<file path="src/rtl/hsc_pkg.sv">
// Shared types, constants and position-map functions for the Hamming SEC codec.
package hsc_pkg;

    localparam int DATA_W = 57;
    localparam int CW_W   = 63;
    localparam int POS_W  = 6;
    localparam int PAR_W  = 6;
    localparam int CNT_W  = 3;

    localparam logic [POS_W-1:0] MAX_DATA_BITS    = 6'd57;
    localparam logic [POS_W-1:0] RESET_DATA_BITS  = 6'd8;
    localparam logic             RESET_ODD_PARITY = 1'b1;

    // Configuration register indexes
    typedef logic [0:0] reg_index_t;
    localparam reg_index_t REG_DATA_BITS  = 1'b0;
    localparam reg_index_t REG_ODD_PARITY = 1'b1;

    // Transaction action codes
    localparam logic ACT_ENCODE = 1'b0;
    localparam logic ACT_DECODE = 1'b1;

    // Control carried from the front stage to the parity stage
    typedef struct packed {
        logic             action;
        logic             odd;
        logic [POS_W-1:0] n;
        logic [PAR_W-1:0] par_en;
    } front_ctrl_t;

    // Control carried from the parity stage to the correction stage
    typedef struct packed {
        logic             action;
        logic [POS_W-1:0] n;
        logic [PAR_W-1:0] syn;
    } check_ctrl_t;

    // Position (1-based) is a power of two: parity slot
    function automatic bit is_pow2(input int pos);
        return ((pos & (pos - 1)) == 0);
    endfunction

    // Data bit index held at a non-power-of-two position
    function automatic int data_index(input int pos);
        int lg;
        lg = 0;
        for (int s = 1; s < 8; s++) begin
            if ((pos >> s) != 0) lg = s;
        end
        return pos - 2 - lg;
    endfunction

    // Positions covered by parity group i, bit j-1 for position j
    function automatic logic [CW_W-1:0] group_mask(input int i);
        logic [CW_W-1:0] m;
        m = '0;
        for (int b = 0; b < CW_W; b++) begin
            m[b] = (((b + 1) >> i) & 1) != 0;
        end
        return m;
    endfunction

    // Smallest p with 2^p >= k+p+1; the test is monotone in p, so count hits
    function automatic logic [CNT_W-1:0] parity_count(input logic [POS_W-1:0] k);
        logic [CNT_W-1:0] p;
        p = 3'd1;
        for (int s = 1; s < PAR_W; s++) begin
            if ((7'd1 << s) < ({1'b0, k} + 7'(s) + 7'd1)) p = p + 3'd1;
        end
        return p;
    endfunction

endpackage

</file>
<file path="src/rtl/hsc_front.sv">
// Stage 1: word geometry from configuration, input masking and data placement.
module hsc_front (
    input  logic                       clk,
    input  logic                       rst_n,
    input  logic                       in_valid,
    output logic                       in_stall,
    input  logic                       action,
    input  logic [hsc_pkg::DATA_W-1:0] data_word,
    input  logic [hsc_pkg::CW_W-1:0]   received_word,
    input  logic [hsc_pkg::POS_W-1:0]  data_bits,
    input  logic                       odd_parity,
    output logic                       down_valid,
    input  logic                       down_stall,
    output logic [hsc_pkg::CW_W-1:0]   word,
    output hsc_pkg::front_ctrl_t       ctrl
);
    import hsc_pkg::*;

    logic [POS_W-1:0]  k_sat;
    logic [CNT_W-1:0]  p_cnt;
    logic [POS_W-1:0]  n_len;
    logic [DATA_W-1:0] k_mask;
    logic [CW_W-1:0]   n_mask;
    logic [PAR_W-1:0]  par_en;
    logic [DATA_W-1:0] data_masked;
    logic [CW_W-1:0]   placed;

    logic              valid_reg;
    logic [CW_W-1:0]   word_reg;
    logic [CW_W-1:0]   word_next;
    front_ctrl_t       ctrl_reg;
    front_ctrl_t       ctrl_next;

    // Clamp data length, derive parity count and codeword length
    always_comb
    begin
        if (data_bits == '0)
            k_sat = 6'd1;
        else if (data_bits > MAX_DATA_BITS)
            k_sat = MAX_DATA_BITS;
        else
            k_sat = data_bits;
        p_cnt = parity_count(k_sat);
        n_len = k_sat + {3'b000, p_cnt};
    end

    // Length masks
    for (genvar b = 0; b < DATA_W; b++) begin : g_kmask
        assign k_mask[b] = (6'(b) < k_sat);
    end
    for (genvar b = 0; b < CW_W; b++) begin : g_nmask
        assign n_mask[b] = (6'(b) < n_len);
    end
    for (genvar i = 0; i < PAR_W; i++) begin : g_paren
        assign par_en[i] = (3'(i) < p_cnt);
    end

    assign data_masked = data_word & k_mask;

    // Data bits go to non-power-of-two positions in order; parity slots zero
    for (genvar pos = 1; pos <= CW_W; pos++) begin : g_place
        if (is_pow2(pos)) begin : g_par
            assign placed[pos-1] = 1'b0;
        end
        else begin : g_dat
            assign placed[pos-1] = data_masked[data_index(pos)];
        end
    end

    always_comb
    begin
        word_next = (action == ACT_DECODE) ? (received_word & n_mask) : placed;
        ctrl_next.action = action;
        ctrl_next.odd    = odd_parity;
        ctrl_next.n      = n_len;
        ctrl_next.par_en = par_en;
    end

    // Stage hold when full and downstream stalls
    assign in_stall = valid_reg && down_stall;

    always_ff @(posedge clk or negedge rst_n)
    begin
        if (!rst_n)
            valid_reg <= 1'b0;
        else if (!in_stall)
            valid_reg <= in_valid;
    end

    always_ff @(posedge clk)
    begin
        if (!in_stall && in_valid)
        begin
            word_reg <= word_next;
            ctrl_reg <= ctrl_next;
        end
    end

    assign down_valid = valid_reg;
    assign word       = word_reg;
    assign ctrl       = ctrl_reg;

endmodule

</file>
<file path="src/rtl/hsc_parity.sv">
// Stage 2: parity group XOR trees; parity insertion on encode, syndrome on decode.
module hsc_parity (
    input  logic                     clk,
    input  logic                     rst_n,
    input  logic                     up_valid,
    output logic                     up_stall,
    input  logic [hsc_pkg::CW_W-1:0] up_word,
    input  hsc_pkg::front_ctrl_t     up_ctrl,
    output logic                     down_valid,
    input  logic                     down_stall,
    output logic [hsc_pkg::CW_W-1:0] word,
    output hsc_pkg::check_ctrl_t     ctrl
);
    import hsc_pkg::*;

    logic [PAR_W-1:0] par_bits;
    logic [CW_W-1:0]  scatter;

    logic             valid_reg;
    logic [CW_W-1:0]  word_reg;
    logic [CW_W-1:0]  word_next;
    check_ctrl_t      ctrl_reg;
    check_ctrl_t      ctrl_next;

    // One XOR tree per group; groups past the parity count stay clear
    for (genvar i = 0; i < PAR_W; i++) begin : g_group
        localparam logic [CW_W-1:0] GMASK = group_mask(i);
        assign par_bits[i] = up_ctrl.par_en[i] & (up_ctrl.odd ^ (^(up_word & GMASK)));
    end

    // Parity bits to power-of-two positions
    always_comb
    begin
        scatter = '0;
        for (int i = 0; i < PAR_W; i++) begin
            scatter[(1 << i) - 1] = par_bits[i];
        end
    end

    always_comb
    begin
        ctrl_next.action = up_ctrl.action;
        ctrl_next.n      = up_ctrl.n;
        if (up_ctrl.action == ACT_DECODE)
        begin
            word_next     = up_word;
            ctrl_next.syn = par_bits;
        end
        else
        begin
            word_next     = up_word | scatter;
            ctrl_next.syn = '0;
        end
    end

    assign up_stall = valid_reg && down_stall;

    always_ff @(posedge clk or negedge rst_n)
    begin
        if (!rst_n)
            valid_reg <= 1'b0;
        else if (!up_stall)
            valid_reg <= up_valid;
    end

    always_ff @(posedge clk)
    begin
        if (!up_stall && up_valid)
        begin
            word_reg <= word_next;
            ctrl_reg <= ctrl_next;
        end
    end

    assign down_valid = valid_reg;
    assign word       = word_reg;
    assign ctrl       = ctrl_reg;

endmodule

</file>
<file path="src/rtl/hsc_correct.sv">
// Stage 3: single-bit correction, data extraction and the output register.
module hsc_correct (
    input  logic                        clk,
    input  logic                        rst_n,
    input  logic                        up_valid,
    output logic                        up_stall,
    input  logic [hsc_pkg::CW_W-1:0]    up_word,
    input  hsc_pkg::check_ctrl_t        up_ctrl,
    output logic                        out_valid,
    input  logic                        out_stall,
    output logic [hsc_pkg::CW_W-1:0]    codeword,
    output logic [hsc_pkg::DATA_W-1:0]  data_out,
    output logic                        error_found,
    output logic [hsc_pkg::POS_W-1:0]   error_position,
    output logic                        position_invalid
);
    import hsc_pkg::*;

    logic              found;
    logic              invalid;
    logic [CW_W-1:0]   flip;
    logic [CW_W-1:0]   fixed;
    logic [DATA_W-1:0] extracted;

    logic              valid_reg;
    logic [CW_W-1:0]   codeword_reg;
    logic [CW_W-1:0]   codeword_next;
    logic [DATA_W-1:0] data_reg;
    logic [DATA_W-1:0] data_next;
    logic              found_reg;
    logic [POS_W-1:0]  position_reg;
    logic              invalid_reg;

    // Syndrome checks; out-of-range syndrome is flagged and not applied
    assign found   = (up_ctrl.action == ACT_DECODE) && (up_ctrl.syn != '0);
    assign invalid = found && (up_ctrl.syn > up_ctrl.n);

    for (genvar b = 0; b < CW_W; b++) begin : g_flip
        assign flip[b] = found && !invalid && (up_ctrl.syn == 6'(b + 1));
    end

    assign fixed = up_word ^ flip;

    // Pull data bits back out of non-power-of-two positions
    for (genvar pos = 1; pos <= CW_W; pos++) begin : g_extract
        if (!is_pow2(pos)) begin : g_dat
            assign extracted[data_index(pos)] = fixed[pos-1];
        end
    end

    always_comb
    begin
        codeword_next = fixed;
        data_next     = (up_ctrl.action == ACT_DECODE) ? extracted : '0;
    end

    assign up_stall = valid_reg && out_stall;

    always_ff @(posedge clk or negedge rst_n)
    begin
        if (!rst_n)
            valid_reg <= 1'b0;
        else if (!up_stall)
            valid_reg <= up_valid;
    end

    always_ff @(posedge clk)
    begin
        if (!up_stall && up_valid)
        begin
            codeword_reg <= codeword_next;
            data_reg     <= data_next;
            found_reg    <= found;
            position_reg <= up_ctrl.syn;
            invalid_reg  <= invalid;
        end
    end

    assign out_valid        = valid_reg;
    assign codeword         = codeword_reg;
    assign data_out         = data_reg;
    assign error_found      = found_reg;
    assign error_position   = position_reg;
    assign position_invalid = invalid_reg;

endmodule

</file>
<file path="src/rtl/hamming_sec_codec_core.sv">
// Top level of the Hamming SEC codec: configuration registers and the three-stage pipeline.
//
// Usage:
//   Input channel (in_valid/in_stall) carries one transaction per word: action selects
//   encode of data_word or check-and-correct of received_word.
//   Output channel (out_valid/out_stall) returns one result per transaction, in order:
//   codeword, data_out, error_found, error_position, position_invalid.
//   Configuration is a plain write port (cfg_write_en, cfg_index, cfg_data); index 0
//   sets the data length, index 1 selects odd parity. Write only while the pipe is empty.
// Pipeline and throughput:
//   Three register stages (geometry and placement, parity XOR trees, correction and
//   output register); a word passes through them in that order before out_valid rises.
//   While no stage is stalled a new word can be accepted every cycle; the rate is one
//   per cycle, set by the single pass through each stage.
// Reset:
//   rst_n clears all stage valid bits and restores data length 8 and odd parity.
// Stall:
//   A stalled output holds its result; each stage holds while full and blocked, and
//   in_stall rises only when the stalls reach the first stage. Empty stages keep
//   filling, so nothing is lost or repeated.
module hamming_sec_codec_core (
    input  logic                        clk,
    input  logic                        rst_n,
    input  logic                        cfg_write_en,
    input  hsc_pkg::reg_index_t         cfg_index,
    input  logic [hsc_pkg::POS_W-1:0]   cfg_data,
    input  logic                        in_valid,
    output logic                        in_stall,
    input  logic                        action,
    input  logic [hsc_pkg::DATA_W-1:0]  data_word,
    input  logic [hsc_pkg::CW_W-1:0]    received_word,
    output logic                        out_valid,
    input  logic                        out_stall,
    output logic [hsc_pkg::CW_W-1:0]    codeword,
    output logic [hsc_pkg::DATA_W-1:0]  data_out,
    output logic                        error_found,
    output logic [hsc_pkg::POS_W-1:0]   error_position,
    output logic                        position_invalid
);
    import hsc_pkg::*;

    logic [POS_W-1:0] data_bits_reg;
    logic [POS_W-1:0] data_bits_next;
    logic             odd_parity_reg;
    logic             odd_parity_next;

    logic             s1_valid;
    logic             s1_stall;
    logic [CW_W-1:0]  s1_word;
    front_ctrl_t      s1_ctrl;
    logic             s2_valid;
    logic             s2_stall;
    logic [CW_W-1:0]  s2_word;
    check_ctrl_t      s2_ctrl;

    // Configuration register writes
    always_comb
    begin
        data_bits_next  = data_bits_reg;
        odd_parity_next = odd_parity_reg;
        if (cfg_write_en)
        begin
            unique case (cfg_index)
                REG_DATA_BITS:  data_bits_next  = cfg_data;
                REG_ODD_PARITY: odd_parity_next = cfg_data[0];
                default:        ;
            endcase
        end
    end

    always_ff @(posedge clk or negedge rst_n)
    begin
        if (!rst_n)
        begin
            data_bits_reg  <= RESET_DATA_BITS;
            odd_parity_reg <= RESET_ODD_PARITY;
        end
        else
        begin
            data_bits_reg  <= data_bits_next;
            odd_parity_reg <= odd_parity_next;
        end
    end

    // Stage 1: geometry and placement
    hsc_front u_front (
        .clk           (clk),
        .rst_n         (rst_n),
        .in_valid      (in_valid),
        .in_stall      (in_stall),
        .action        (action),
        .data_word     (data_word),
        .received_word (received_word),
        .data_bits     (data_bits_reg),
        .odd_parity    (odd_parity_reg),
        .down_valid    (s1_valid),
        .down_stall    (s1_stall),
        .word          (s1_word),
        .ctrl          (s1_ctrl)
    );

    // Stage 2: parity groups
    hsc_parity u_parity (
        .clk        (clk),
        .rst_n      (rst_n),
        .up_valid   (s1_valid),
        .up_stall   (s1_stall),
        .up_word    (s1_word),
        .up_ctrl    (s1_ctrl),
        .down_valid (s2_valid),
        .down_stall (s2_stall),
        .word       (s2_word),
        .ctrl       (s2_ctrl)
    );

    // Stage 3: correction and output
    hsc_correct u_correct (
        .clk              (clk),
        .rst_n            (rst_n),
        .up_valid         (s2_valid),
        .up_stall         (s2_stall),
        .up_word          (s2_word),
        .up_ctrl          (s2_ctrl),
        .out_valid        (out_valid),
        .out_stall        (out_stall),
        .codeword         (codeword),
        .data_out         (data_out),
        .error_found      (error_found),
        .error_position   (error_position),
        .position_invalid (position_invalid)
    );

endmodule
</file>
<file path="config.mk">
export PLATFORM = sky130hd
export DESIGN_NAME = hamming_sec_codec_core
export DESIGN_NICKNAME = d
export VERILOG_FILES = /design/src/rtl/hsc_pkg.sv /design/src/rtl/hsc_front.sv /design/src/rtl/hsc_parity.sv /design/src/rtl/hsc_correct.sv /design/src/rtl/hamming_sec_codec_core.sv
export SDC_FILE = /design/constraint.sdc
export NUM_CORES = 1
export LEC_CHECK = 0
export BUFFER_PORTS_ARGS = -buffer_cell sky130_fd_sc_hd__buf_4
export CORE_UTILIZATION = 45
export DETAILED_ROUTE_END_ITERATION = 8
export GPL_ROUTABILITY_DRIVEN = 0
export PLACE_DENSITY = 0.68
export SYNTH_ARGS = -nofsm -noshare
export SYNTH_HDL_FRONTEND = slang
export SYNTH_SLANG_ARGS = --single-unit
</file>
<file path="constraint.sdc">
create_clock -name clk -period 12.2 [get_ports clk]
set_input_delay 1.83 -clock clk [delete_from_list [all_inputs] [get_ports clk]]
set_output_delay 1.83 -clock clk [all_outputs]
set_load 0.005 [all_outputs]
</file>
==> flow_summary.yaml <==
timing:
  final_max_slew_viol_count: 0
  max_clock_freq_ghz: 0.135
  worst_pin_slew_ns: 1.20
  rsz0062_at_grt: "false"
  setup_tns_ns: 0
  finalSetupViolCount: 0
  fin_crit_ns: 7.41
  finClkSkew_ns: 0.0147
  relSlewSlack_pct: 20.1
  finalCritPeriodShare_pct: 60.8
  hold_violations: 0
setup_path:
  critical_path.slowest_cell: "dfrtp_1"
  crit_type: "register to register"
  cpPeakStageDelay_ns: 0.63
  start_kind: "register"
  cp.arrival_ns: 7.68
  crit_fanout: 24
  crit_required_ns: 12.47
  crit_path_end_kind: "register"
  crit_top_cell: "ha_1"
placement:
  port_buffers: 262
  dp_hpwl_um: 32400
synth:
  ys_warn_count: 0
  ys_seq_area_share_pct: 58.8
  syn_avg_cell_area_um2: 12.0
  ys_top_cells_by_count: "edfxtp_1 (281), nand2_1 (178), xnor2_1 (125), a21oi_1 (61), nor2_1 (50)"
  ys_types: 74
  synthesis.nets: 1389
  async_reset_ff_share_pct: 3.44
  ys_ff_latch: 291
  synth_edf_count: 281
  synthFlopType: "edfxtp_1"
  synthCells: 1236
  synth_top_area_share_pct: 57.1
  yosys-top-cells-area: "edfxtp_1 (57%), xnor2_1 (7.4%), nand2_1 (4.5%), a21oi_1 (2.1%), mux2i_1 (1.9%)"
  synth_top_area_cell: "edfxtp_1"
  yosys.cell_count.top_type: "edfxtp_1"
  netlist_area_um2: 14800
cells_and_area:
  diodes: 0
  syn2layout_area_growth_pct: 21.7
  finalNetCount: 1626
  layout-drive-gt1-share_pct: 23.8
  seqCellArea_um2: 8690
  utilization_pct: 55.5
  multi_input_area_um2: 5660
  nFillCells: 2746
floorplan:
  rows: 66
  coreArea_um2: 32500
  fp.dieH_um: 183
  dieArea_um2: 33600
  io_pins: 263
  die_w_um: 183
  start_util_pct: 45.6
detailed_routing:
  wl_met1_um: 18000
  drtIter0Drc: 1140
  wl_met2_um: 18700
  firstDrtPassIters: 5
  drcViolationCount: 0
  finalWirelength_um: 42100
  vias: 10929
  met3WireLength_um: 3800
  routedWlPerCell_um: 21.8
  ant_nets: 0
  top_layer_used: "met4"
  vias_per_cell: 5.65
clock_network:
  cts_setup_buffers: 0
  cts_sinks: 291
  ctsResizeCount: 0
  clk_pin_slew_worst_paths_ns: 0.06
  cts_root_buf: "clkbuf_16"
  cts-buffers-inserted: 30
  cts_tree: "built"
  clock_latency_ns: 0.55
  clk_path_buf_depth: 3
  hold_buffers: 0
  cts_max_level: 1
global_routing:
  grt_pass1_vias: 10394
  grt_start_max_net_pins: 93
  antenna_found_initial: 0
  overflow: 0
  track_usage_pct: 24.8
  grt_pass1_wl_um: 62200
power_and_ir_drop:
  irDropWorstVdd_uv: 120
  power.leakage_nw: 6.95
  finalPower_mw: 3.90
  power_density_nw_per_um2: 217
worst_hold_path:
  holdCritPathClass: "register to register"
job:
  maxCapViolCount: 0
run_status:
  status: "finished clean"
-- metal layers --
| layer | vias up | GRT usage [%] |
|---|---|---|
| li1 | 5062 | - |
| met1 | 5094 | 35.3 |
| met2 | 668 | 38.4 |
| met3 | 105 | 3.71 |
| met4 | 0 | 9.50 |
| met5 | - | 0 |
-- layout make-up --
class                      instances  area share, %
tap                              442           3.07
sequential                       291           48.3
clock inverter                    14          0.507
inverter                          38          0.792
timing repair buffer             274           11.4
clock buffer                      38           4.46
multi-input combinational        838           31.5
-- cells in the final DEF, fill, tap and decap left out, types with 12 or more instances in the layout --
| cell | instances |
|---|---|
| a21oi_1 | 61 |
| buf_4 | 274 |
| clkbuf_16 | 31 |
| edfxtp_1 | 281 |
| ha_1 | 19 |
| inv_1 | 34 |
| mux2i_1 | 28 |
| nand2_1 | 178 |
| nand2b_1 | 24 |
| nand3_1 | 24 |
| nand4_1 | 36 |
| nor2_1 | 50 |
| o211ai_1 | 36 |
| o21ai_0 | 46 |
| o31ai_1 | 33 |
| or4_1 | 30 |
| xnor2_1 | 125 |
| xor2_1 | 12 |
-- cell families (layout without fill, tap and decap cells) --
group	count (synthesis)	after routing	synth area share [%]
DFF	291	291	58.8
xor gates and xnor gates	149	149	9.86
buffers and inverters	107	364	3.13
AOI/OAI and AO/OA	246	246	11.5
and+or+nand+nor	390	390	12.7
muxes	33	33	2.28
adders and majority gates	20	20	1.74
-- critical path, delay by kind of cell, from the launching register on --
family	cells	cell delay, ns
buffers and inverters	5	0.69
flip-flops	1	0.63
AO/OA/AOI/OAI	7	2.05
XOR/XNOR	4	1.21
adder cells (fa/ha/maj)	5	1.49
AND/OR/NAND/NOR	5	1.02
-- worst paths after layout --
check                      slack, ns  cells past startpoint                to              from
hold reg to reg                 0.43                      0  u_parity.ctrl[9]   u_front.ctrl[9]
setup reg to reg                4.79                     26   u_front.word[5]  data_bits_reg[5]
min in group asynchronous       1.11                      1  data_bits_reg[1]             rst_n
setup / recovery                4.79                     26   u_front.word[5]  data_bits_reg[5]
hold / removal                  0.43                      0  u_parity.ctrl[9]   u_front.ctrl[9]
max in group asynchronous      10.87                      1  data_bits_reg[3]             rst_n
-- metrics by stage --
step	std cells	worst slack, ns	cell area (µm²)	hold WS, ns
2_1_floorplan	1236	0.345	14800	0.400
3_3_place_gp	1883	5.37	17100	0.408
3_5_place_dp	1883	4.96	17100	0.414
4_1_cts	1935	4.94	18000	0.432
5_1_grt	1935	4.21	18000	0.438
6_report	1935	4.79	18000	0.434
-- report_power, final --
part	internal, mW	switching (mW)	leakage (nW)	total [mW]
sequential	1.35	0.134	2.88	1.48
clock	0.481	0.357	0.448	0.837
combinational	0.617	0.961	3.62	1.58
total	2.44	1.45	6.95	3.90
Power figures use the tool's default switching activity.
